===== src/rtl/mlt_pkg.sv =====
`timescale 1ns / 1ps
`default_nettype none

package mlt_pkg;

  localparam int NUM_LISTS_DEF = 10;
  localparam int CAPACITY_DEF  = 16;

  localparam int CMD_W    = 3;
  localparam int SLOT_W   = 4;
  localparam int VALUE_W  = 32;
  localparam int AMOUNT_W = 8;
  localparam int STATUS_W = 4;

  localparam int S_TDATA_W = ((SLOT_W + VALUE_W + AMOUNT_W + 7) / 8) * 8;
  localparam int M_TDATA_W = ((STATUS_W + VALUE_W + 7) / 8) * 8;
  localparam int M_PAD_W   = M_TDATA_W - STATUS_W - VALUE_W;

  localparam logic [CMD_W-1:0] CMD_CREATE       = 3'd0;
  localparam logic [CMD_W-1:0] CMD_APPEND       = 3'd1;
  localparam logic [CMD_W-1:0] CMD_REMOVE_LAST  = 3'd2;
  localparam logic [CMD_W-1:0] CMD_REMOVE_VALUE = 3'd3;
  localparam logic [CMD_W-1:0] CMD_RESIZE       = 3'd4;
  localparam logic [CMD_W-1:0] CMD_READ         = 3'd5;

  localparam logic [STATUS_W-1:0] ST_OK        = 4'd0;
  localparam logic [STATUS_W-1:0] ST_BAD_POS   = 4'd1;
  localparam logic [STATUS_W-1:0] ST_EXISTS    = 4'd2;
  localparam logic [STATUS_W-1:0] ST_BAD_SIZE  = 4'd3;
  localparam logic [STATUS_W-1:0] ST_NO_MEM    = 4'd4;
  localparam logic [STATUS_W-1:0] ST_FULL      = 4'd5;
  localparam logic [STATUS_W-1:0] ST_NO_LIST   = 4'd6;
  localparam logic [STATUS_W-1:0] ST_EMPTY     = 4'd7;
  localparam logic [STATUS_W-1:0] ST_NOT_FOUND = 4'd8;
  localparam logic [STATUS_W-1:0] ST_BAD_NEW   = 4'd9;

  typedef struct packed {
    logic load_in;
    logic single;
    logic clr_idx;
    logic inc_idx;
    logic shift_wr;
    logic emit_hit;
    logic emit_miss;
    logic emit_elem;
  } mlt_cmd_t;

  typedef struct packed {
    logic go_search;
    logic go_read;
    logic match;
    logic last_idx;
    logic out_free;
  } mlt_stat_t;

endpackage

`default_nettype wire


===== src/rtl/mlt_ctrl.sv =====
`timescale 1ns / 1ps
`default_nettype none

module mlt_ctrl (
  input  logic               clk,
  input  logic               rst,
  input  logic               in_valid,
  output logic               in_ready,
  input  mlt_pkg::mlt_stat_t stat,
  output mlt_pkg::mlt_cmd_t  ctl
);
  import mlt_pkg::*;

  localparam logic [3:0] S_IDLE      = 4'd0;
  localparam logic [3:0] S_DECODE    = 4'd1;
  localparam logic [3:0] S_SEEK_RD   = 4'd2;
  localparam logic [3:0] S_SEEK_CHK  = 4'd3;
  localparam logic [3:0] S_SHIFT_RD  = 4'd4;
  localparam logic [3:0] S_SHIFT_CHK = 4'd5;
  localparam logic [3:0] S_FIN_HIT   = 4'd6;
  localparam logic [3:0] S_FIN_MISS  = 4'd7;
  localparam logic [3:0] S_READ_RD   = 4'd8;
  localparam logic [3:0] S_READ_OUT  = 4'd9;

  logic [3:0] state;
  logic [3:0] state_next;

  always_ff @(posedge clk) begin
    if (rst) begin
      state <= S_IDLE;
    end else begin
      state <= state_next;
    end
  end

  assign in_ready = (state == S_IDLE);

  always_comb begin
    state_next = state;
    ctl        = '0;
    case (state)
      S_IDLE: begin
        if (in_valid) begin
          ctl.load_in = 1'b1;
          state_next  = S_DECODE;
        end
      end
      S_DECODE: begin
        if (stat.go_search) begin
          ctl.clr_idx = 1'b1;
          state_next  = S_SEEK_RD;
        end else if (stat.go_read) begin
          ctl.clr_idx = 1'b1;
          state_next  = S_READ_RD;
        end else if (stat.out_free) begin
          ctl.single = 1'b1;
          state_next = S_IDLE;
        end
      end
      S_SEEK_RD: begin
        state_next = S_SEEK_CHK;
      end
      S_SEEK_CHK: begin
        if (stat.last_idx) begin
          state_next = stat.match ? S_FIN_HIT : S_FIN_MISS;
        end else begin
          ctl.inc_idx = 1'b1;
          state_next  = stat.match ? S_SHIFT_RD : S_SEEK_RD;
        end
      end
      S_SHIFT_RD: begin
        state_next = S_SHIFT_CHK;
      end
      S_SHIFT_CHK: begin
        ctl.shift_wr = 1'b1;
        if (stat.last_idx) begin
          state_next = S_FIN_HIT;
        end else begin
          ctl.inc_idx = 1'b1;
          state_next  = S_SHIFT_RD;
        end
      end
      S_FIN_HIT: begin
        if (stat.out_free) begin
          ctl.emit_hit = 1'b1;
          state_next   = S_IDLE;
        end
      end
      S_FIN_MISS: begin
        if (stat.out_free) begin
          ctl.emit_miss = 1'b1;
          state_next    = S_IDLE;
        end
      end
      S_READ_RD: begin
        state_next = S_READ_OUT;
      end
      S_READ_OUT: begin
        if (stat.out_free) begin
          ctl.emit_elem = 1'b1;
          if (stat.last_idx) begin
            state_next = S_IDLE;
          end else begin
            ctl.inc_idx = 1'b1;
            state_next  = S_READ_RD;
          end
        end
      end
      default: begin
        state_next = S_IDLE;
      end
    endcase
  end

  a_emit_needs_room: assert property (@(posedge clk) disable iff (rst)
    (ctl.single || ctl.emit_hit || ctl.emit_miss || ctl.emit_elem) |-> stat.out_free)
    else $error("result written while the output register is still full");

  a_one_emit: assert property (@(posedge clk) disable iff (rst)
    $onehot0({ctl.single, ctl.emit_hit, ctl.emit_miss, ctl.emit_elem}))
    else $error("more than one result source in a cycle");

  a_accept_then_decode: assert property (@(posedge clk) disable iff (rst)
    ctl.load_in |=> (state == S_DECODE))
    else $error("accepted word not followed by decode");

endmodule

`default_nettype wire


===== config.mk =====
export PLATFORM = sky130hd
export DESIGN_NAME = mlt_ctrl
export DESIGN_NICKNAME = d
export VERILOG_FILES = /design/src/rtl/mlt_pkg.sv /design/src/rtl/mlt_ctrl.sv
export SDC_FILE = /design/constraint.sdc
export NUM_CORES = 1
export LEC_CHECK = 0
export CORE_AREA = 10 10 47 49
export DETAILED_ROUTE_END_ITERATION = 10
export DIE_AREA = 0 0 57 59
export DONT_BUFFER_PORTS = 1
export GPL_ROUTABILITY_DRIVEN = 0
export SLEW_MARGIN = 20
export SYNTH_ARGS = -nofsm -noshare
export SYNTH_HDL_FRONTEND = slang
export SYNTH_SLANG_ARGS = --single-unit

===== constraint.sdc =====
create_clock -name clk -period 2.1 [get_ports clk]
set_clock_uncertainty 0.1 [all_clocks]
set_input_delay 0.21 -clock clk [delete_from_list [all_inputs] [get_ports clk]]
set_output_delay 0.21 -clock clk [all_outputs]
set_load 0.01 [all_outputs]

# Yosys cells after proc, flatten, opt, wreduce, memory -nomap -nowiden
# Cells that the tools add are included.
# totals
regBits	4
wordCells	42
# op_classes
eq_ne	11
n_mux	26
n_reduce_logical	4
# op_table
op	count
$pmux 4 s9	1
$mux 4	6
$eq 4x3->1 const B	4
$mux 1	14
$eq 4x2->1 const B	2
$eq 4x4->1 const B	2
$mux 3	2
$eq 4x1->1 const B	1
$logic_not 4->1	1
$mux 2	2
$ne 2x2->1 const B	2
$reduce_or 2->1	2
$pmux 1 s2	1
$reduce_and 2->1	1

# Logic depth before layout (Yosys ltp)
# Gate-level depths: netlist of the first run.
# depth
ltp_word	4
depth_mapped	5
depth_no_buf	4

# Worst setup path after synthesis of the first run
# Ideal clock, no wire load.
# synth_timing
path_kind	reg2out
start	reg state[1]
end	out ctl[7] (netlist bit)
arrival_time_ps	1186
required_ps	1790
path_slack_ps	604
stages_incl_launch_ff	6
path_buffers	2
path_cell_list	dfxtp_1 -> buf_6 -> or2_1 -> clkbuf_2 -> nor2_1 -> and2_1
# synth_rtl
item	line_no	text
from (decl)	mlt_ctrl.sv:25	logic [3:0] state;
from (signal assigned)	mlt_ctrl.sv:32	state <= state_next;
to (decl)	mlt_ctrl.sv:10	output mlt_pkg::mlt_cmd_t ctl

==> results.cfg, run 1 <==
[timing]
fmax_ghz = 0.533
slew_headroom = 0.731
layout_min_cycle_time_ns = 1.88
fin_hold_ws_ns = 0.0314
hold_viol = 0
tightest_slew_ns = 0.400
finalMaxSlewViolations = 0
finalCritPeriodShare = 0.894
final-setup-viol-count = 0
final.setup.tns_ns = 0
rsz0062_at_grt = false

[hold_path]
hp-class = primary input to flop
hold_path_startpoint = rst

[routing]
drtPass1Iterations = 4
num_vias = 416
drt-total-wl_um = 1130
vias_per_cell = 5.70
wire_per_inst_um = 15.5
ant_nets = 0
drt-met1-wl_um = 483
maxUsedRoutingLayer = met3
drc = 0
dr_wl_met2_um = 569
wl_met3_um = 80
drt_iter0_drc = 18

[layout]
antenna_cells = 0
final_core_util = 0.307
drive_above_1_share = 0.140
nets = 67
reg_top3 = state (4)
largest_reg_flops = 4
area_growth_pct = -0.290
regMostFlops = state

[synth]
synth_top_flop_cell = dfxtp_1
synth_edf_count = 0
yosys_register_bits = 4
async_flop_share = 0
syn_inst = 59
synth_top_area_frac = 0.186
netlist_area_sq_um = 432
yosys.cell_count.top_type = nor2_1
syn_area_per_cell_sq_um = 7.32
synth_top_area_cell = dfxtp_1
synthTopCellsByArea = dfxtp_1, buf_6, nor2_1, nand2_1, nor3_1
yosysWarnings = 0
yosysSeqAreaShare = 0.186
syn_nets = 67
ys_types = 27
synth_common_cells = nor2_1, nand2_1, nor3_1

[cts]
cts_buffer_depth = 2
cts_tree = done
clk_pin_slew_ns = 0.04
postCtsSetupBuffers = 0
clock_insertion_delay_worst_skew_ns = 0.24
cts.sinks = 4
cts_made_buffers = 3
cts.htree.levels = 1
cts_root_buf = clkbuf_4

[floorplan]
dieArea_sq_um = 3360
die_h_um = 59
start_util = 0.308
die_width_um = 57
core-area_sq_um = 1400
rows = 14
ios = 17

[pwr]
peakVddDrop_v = 0.000311
power_mw = 0.339
power_density_nw_per_um2 = 789
p_leak_nw = 0.136

[grt]
grt_pass1_wl_um = 1860
antenna_found_initial = 0
grt_pass1_vias = 435
grt_max_degree = 14
gr-total-overflow = 0
grt_usage = 0.0677

[placement]
dp_hpwl_um = 833
io_buffers = 0

[worst_setup_path]
critPathLaunchType = flop
critPathCaptureType = output port
critPathLaunch = state[2]
timing.rr.start = state[3]
path_delay_family = flip-flops
worstPathCellList = inv_1 > o21ai_0 > mux2i_1 > nor3b_1
cp.required_ns = 1.79
critical_path_buf_inv_count = 1
crit_type = flop to output port
critPathMaxFanout = 12
critPathMaxStageDelay_ns = 0.54
arrival_ns = 1.57
cp_slowest_cell = dfxtp_1

[run_status]
status = finished, final reports clean

[run]
drv_cap = 0
-- layout by cell type, fill, tap and decap left out --
master | Yosys | layout
dlygate4sd3_1 | 0 | 1
a21oi_2 | 1 | 1
inv_1 | 1 | 1
clkbuf_4 | 0 | 3
o21ai_0 | 2 | 2
o41ai_1 | 1 | 1
nor3b_1 | 2 | 2
nor2_1 | 8 | 8
a211oi_1 | 1 | 1
o2bb2ai_1 | 1 | 1
and2b_2 | 2 | 2
nor3_1 | 5 | 5
or2_1 | 1 | 1
a21oi_1 | 2 | 2
and2_1 | 1 | 1
a2111oi_2 | 1 | 1
nand3b_1 | 2 | 2
dfxtp_1 | 4 | 4
mux2i_1 | 2 | 2
a222oi_1 | 1 | 1
o211ai_1 | 2 | 2
o31ai_1 | 1 | 1
or2_4 | 1 | 1
nand2b_1 | 2 | 2
nand2_1 | 7 | 7
nand3_1 | 2 | 2
-- layer usage --
layer,vias to the layer above,GRT usage
li1,205,-
met1,194,0.0755
met2,17,0.101
met3,0,0.0322
met4,0,0.0436
met5,-,0
-- report_power, final --
part,switching (mW),leakage [nW],internal [mW],total (mW)
Sequential,0.0310,0.0328,0.0872,0.118
Combinational,0.0658,0.0891,0.0542,0.120
Clock,0.0371,0.0138,0.0643,0.101
-- final timing paths --
kind | to | slack, ns | depth (start not counted)
max reg2reg | state[0] | 0.54 | 4
min reg2reg | state[2] | 0.57 | 2
min | state[2] | 0.03 | 3
max | ctl[4] | 0.22 | 4
-- cell type report --
class	count	area, sq um
Clock buffer	3	22.5
Fill cell	161	971
Inverter	1	3.75
Multi-Input combinational cell	48	294
Sequential cell	4	80.1
Tap cell	16	20.0
Timing Repair Buffer	1	10.0
-- cells by family after synthesis --
family,count (synthesis),share of synthesized area
AOI/OAI and AO/OA,13,0.235
DFF,4,0.186
and+or+nand+nor,33,0.400
muxes,2,0.0464
buffers and inverters,7,0.133
-- worst reg2reg max path, stage by stage, from the launching register on --
cell       delay [ns]
dfxtp_1          0.56
or2_4            0.23
a21oi_2          0.06
a222oi_1         0.39
a2111oi_2        0.09
-- through the flow --
| step | area [sq um] | worst slack, ns | std cells |
|---|---|---|---|
| after floorplan | 432 | 0.604 | 59 |
| after global placement | 398 | 0.499 | 69 |
| after global routing | 430 | 0.129 | 73 |
| after detailed placement | 398 | 0.462 | 69 |
| final | 430 | 0.224 | 73 |
| after CTS | 430 | 0.208 | 73 |
-- what timing repair did --
action                                 4_1_cts  5_1_grt
hold buffers                                 1        0
endpoints found under the hold margin        3        0
resized for setup                            0        0
Power figures use the tool's default switching activity.
==> run 2, diff against run 1 <==
- CELL_PAD_IN_SITES_DETAIL_PLACEMENT: unset -> 0
- CELL_PAD_IN_SITES_GLOBAL_PLACEMENT: unset -> 2
- CORE_AREA: 10 10 47 49 -> unset
- CORE_MARGIN: unset -> 10
- CORE_UTILIZATION: unset -> 32
- DIE_AREA: 0 0 57 59 -> unset
- PLACE_DENSITY_LB_ADDON: unset -> 0.1
==> run 2 against run 1 <==
Design area unchanged. Register-to-register slack worse by 0.10 ns. Maximum frequency is 2.4% higher. Critical endpoint is now ctl[7]. Largest power group unchanged.
==> results.cfg, run 2 (synthesis gave the netlist of run 1 again) <==
[cts]
cts_tree = done
cts.htree.levels = 1
postCtsSetupBuffers = 0
cts_buffer_depth = 2
clock_insertion_delay_worst_skew_ns = 0.24
cts.sinks = 4
cts_made_buffers = 3
clk_pin_slew_ns = 0.04
cts_root_buf = clkbuf_4

[timing]
final-setup-viol-count = 0
tightest_slew_ns = 0.396
finalMaxSlewViolations = 0
fmax_ghz = 0.546
rsz0062_at_grt = false
hold_viol = 0
final.setup.tns_ns = 0
fin_ws_ns = 0.268
layout_min_cycle_time_ns = 1.83
slew_headroom = 0.733
finalCritPeriodShare = 0.872

[floorplan]
die_h_um = 56.7
rows = 13
start_util = 0.336
ios = 17
dieArea_sq_um = 3220
die_width_um = 56.7
core-area_sq_um = 1280

[worst_setup_path]
r2r-end = state[0]
crit_type = flop to output port
arrival_ns = 1.52
critPathLaunch = state[1]
timing.rr.start = state[3]
cp.required_ns = 1.79
crit_path_end = ctl[7]
critPathLaunchType = flop
critPathCaptureType = output port
critPathMaxFanout = 10
r2r_cells = 3
regToRegSetupSlack_ns = 0.44

[routing]
drt_iter0_drc = 11
wire_per_inst_um = 17.2
num_vias = 427
drc = 0
vias_per_cell = 5.93
ant_nets = 0
drtPass1Iterations = 4
drt-total-wl_um = 1240

[grt]
grt_util_met1 = 0.0791
gr-total-overflow = 0
antenna_found_initial = 0
top_usage_layer = met2
grt_pass1_wl_um = 1940
grt_pass1_vias = 401
grtUsageMet3 = 0.0270
grt_max_degree = 14
grt_use_met2 = 0.110
grt_usage = 0.0761

[pwr]
p_comb_frac = 0.354
peakVddDrop_v = 0.000190
internal_power_mw = 0.206
power_mw = 0.342
switching_share = 0.397
power.switching_mw = 0.136
pwr-share-seq = 0.347
pwr-share-clk = 0.299
p_leak_nw = 0.136
power_density_nw_per_um2 = 794

[layout]
regMostFlops = state
final_cell_mix = nor2_1, nand2_1, nor3_1, clkbuf_4, dfxtp_1
final_common_cell = nor2_1
largest_reg_flops = 4
layout.cells.non_filler = 72
area_growth_pct = -0.290
drive_above_1_share = 0.158
reg_top3 = state (4)
antenna_cells = 0
nets = 67

[placement]
dp_hpwl_um = 915
place_ws_ns = 0.434
io_buffers = 0
placedCellCount = 68

[hold_path]
holdPathStages = 3
hp-class = primary input to flop

[run]
drv_cap = 0

[run_status]
status = finished, final reports clean
[run 2: what timing repair did]
| item | CTS | global route |
|---|---|---|
| hold endpoints to repair | 3 | 0 |
| hold buffers | 1 | 0 |
| resized for setup | 0 | 1 |
| setup endpoints to repair | 0 | 1 |
[run 2: metrics by stage]
step	util	hold WS (ns)	instance area, sq um
finish	0.335	0.0124	430
floorplan	-	0.179	432
global placement	0.309	0.181	397
detailed placement	0.309	0.181	397
CTS	0.334	0.0166	429
global route	0.335	0.0638	430
[run 2: final cells by class]
type | instances | area [sq um]
multi-input cells | 48 | 294
repair buffers | 1 | 10.0
well taps | 15 | 18.8
clock buffers | 3 | 22.5
flip-flops and latches | 4 | 81.3
inverters | 1 | 3.75
fillers | 145 | 855
[run 2: power groups by stage]
stage | Clock [mW] | Combinational (mW) | Sequential (mW)
2_1_floorplan | 0 | 0.146 | 0.0935
3_3_place_gp | 0 | 0.120 | 0.117
3_5_place_dp | 0 | 0.119 | 0.120
4_1_cts | 0.104 | 0.122 | 0.119
5_1_grt | 0.104 | 0.134 | 0.123
6_report | 0.102 | 0.121 | 0.119
[run 2: worst min-delay path by stage]
stage | start | to | slack, ns
after floorplan | rst | state[0] | 0.18
after global placement | rst | state[0] | 0.18
after detailed placement | rst | state[0] | 0.18
after CTS | rst | state[2] | 0.02
after global routing | rst | state[2] | 0.06
final | rst | state[2] | 0.01
[run 2: worst max-delay path, cell delays in order (launching register included)]
cell and delay, ns:
dfxtp_1 0.41, or2_1 0.38, nor2_1 0.27, and2_1 0.22
[run 2: per-layer routing]
layer	share of wire	wire, um
met1	0.39	485
met2	0.49	611
met3	0.076	94
met4	0.036	44
met5	0	0
==> run 3, diff against run 2 <==
- MAX_ROUTING_LAYER: unset -> met4
==> run 3 against run 2 <==
Worst hold slack worse by 0.0069 ns. Design area unchanged. Highest routed layer unchanged. Routed wire length up 0.89%. Sequential power about the same. Clock power about the same. Global-route usage up 0.19 points. Final cell count unchanged. Largest cell class unchanged. Clock-buffer cell count unchanged. Combinational power about the same. Register-to-register slack about the same. Via count down 1.2%. First-iteration DRC count unchanged.
==> results.cfg, run 3 (synthesis gave the netlist of run 1 again) <==
[pwr]
peakVddDrop_v = 0.000195
pwr-share-clk = 0.305
pwr-share-seq = 0.345
power_mw = 0.344
power_density_nw_per_um2 = 799
switching_share = 0.400
power.switching_mw = 0.138
internal_power_mw = 0.206
p_leak_nw = 0.136
p_comb_frac = 0.350

[timing]
finalMaxSlewViolations = 0
rsz0062_at_grt = false
finalCritPeriodShare = 0.873
fmax_ghz = 0.546
final.setup.tns_ns = 0
layout_min_cycle_time_ns = 1.83
fin_ws_ns = 0.267
slew_headroom = 0.732
fin_hold_ws_ns = 0.00547
tightest_slew_ns = 0.396
final-setup-viol-count = 0
hold_viol = 0

[grt]
grt_usage = 0.0781
grt_pass1_vias = 401
grt_max_degree = 14
grt_pass1_wl_um = 1940
gr-total-overflow = 0
antenna_found_initial = 0

[floorplan]
rows = 13
dieArea_sq_um = 3220
core-area_sq_um = 1280
die_h_um = 56.7
die_width_um = 56.7
start_util = 0.336
ios = 17

[run]
drv_cap = 0

[hold_path]
hp-class = primary input to flop

[routing]
vias_per_cell = 5.86
drtPass1Iterations = 4
drc = 0
ant_nets = 0
drt-total-wl_um = 1250
num_vias = 422
drt_iter0_drc = 11
wire_per_inst_um = 17.3

[worst_setup_path]
arrival_ns = 1.52
worstPathCellList = or2_1 > nor2_1 > and2_1
critPathCaptureType = output port
cp.required_ns = 1.79
critPathMaxStageDelay_ns = 0.41
crit_type = flop to output port
critPathMaxFanout = 10
critPathLaunchType = flop
cp_slowest_cell = dfxtp_1
critical_path_buf_inv_count = 0
path_delay_family = simple AND/OR/NAND/NOR gates

[cts]
clk_pin_slew_ns = 0.04
postCtsSetupBuffers = 0
cts.htree.levels = 1
cts_buffer_depth = 2
clock_insertion_delay_worst_skew_ns = 0.25
cts.sinks = 4
cts_root_buf = clkbuf_4
cts_tree = done
cts_made_buffers = 3

[layout]
regMostFlops = state
largest_reg_flops = 4
drive_above_1_share = 0.158
ff_latch_area_sq_um = 81.3
multiInputGateArea_sq_um = 294
final_area_sq_um = 430
nets = 67
antenna_cells = 0
reg_top3 = state (4)
area_growth_pct = -0.290
final_cell_mix = nor2_1, nand2_1, nor3_1, clkbuf_4, dfxtp_1
fillers = 145
final_common_cell = nor2_1

[placement]
dpl_cell_area_sq_um = 397
place_ws_ns = 0.434
io_buffers = 0
dp_hpwl_um = 915

[run_status]
status = finished, final reports clean
run 3: cell counts in the layout (fill, tap and decap cells not counted):
Identical to the previous run, type by type.
run 3: per-stage QoR:
stage / instances / util
after floorplan: 59 / -
after global placement: 68 / 0.309
after detailed placement: 68 / 0.309
after CTS: 72 / 0.334
after global routing: 72 / 0.335
final: 72 / 0.335
run 3: metal layers:
| layer | share of wire | vias up | wire [um] | track usage |
|---|---|---|---|---|
| met3 | 0.063 | 4 | 78 | 0.0225 |
| met1 | 0.41 | 197 | 516 | 0.0815 |
| li1 | - | 207 | - | - |
| met4 | 0.034 | 0 | 42 | 0.0839 |
| met2 | 0.49 | 14 | 609 | 0.110 |
| met5 | 0 | - | 0 | - |
run 3: cell type report:
class                      instances  share of cell area
sequential                         4               0.189
tap                               15              0.0436
inverter                           1             0.00872
clock buffer                       3              0.0523
timing repair buffer               1              0.0233
multi-input combinational         48               0.683
run 3: final timing paths:
check / startpoint / endpoint / slack (ns) / depth (start not counted)
hold / removal: rst / state[2] / 0.005 / 3
setup reg to reg: state[3] / state[0] / 0.45 / 3
hold reg to reg: state[2] / state[2] / 0.52 / 2
setup / recovery: state[1] / ctl[7] / 0.27 / 3
run 3: worst register-to-register path: cells and delay by family (launching register included):
| kind | cells | cell delay [ns] |
|---|---|---|
| DFF | 1 | 0.42 |
| AOI/OAI and AO/OA | 3 | 1.03 |
run 3: repair_timing:
action | CTS | global route
endpoints found under the setup margin | 0 | 1
hold endpoints to repair | 3 | 0
gates resized for setup | 0 | 1
hold buffers | 1 | 0
run 3: power groups by stage:
| stage | clock network [mW] | registers, mW | logic, mW |
|---|---|---|---|
| after floorplan | 0 | 0.0935 | 0.146 |
| after global placement | 0 | 0.117 | 0.120 |
| after detailed placement | 0 | 0.120 | 0.119 |
| after CTS | 0.104 | 0.119 | 0.122 |
| after global routing | 0.104 | 0.123 | 0.134 |
| final | 0.105 | 0.118 | 0.120 |
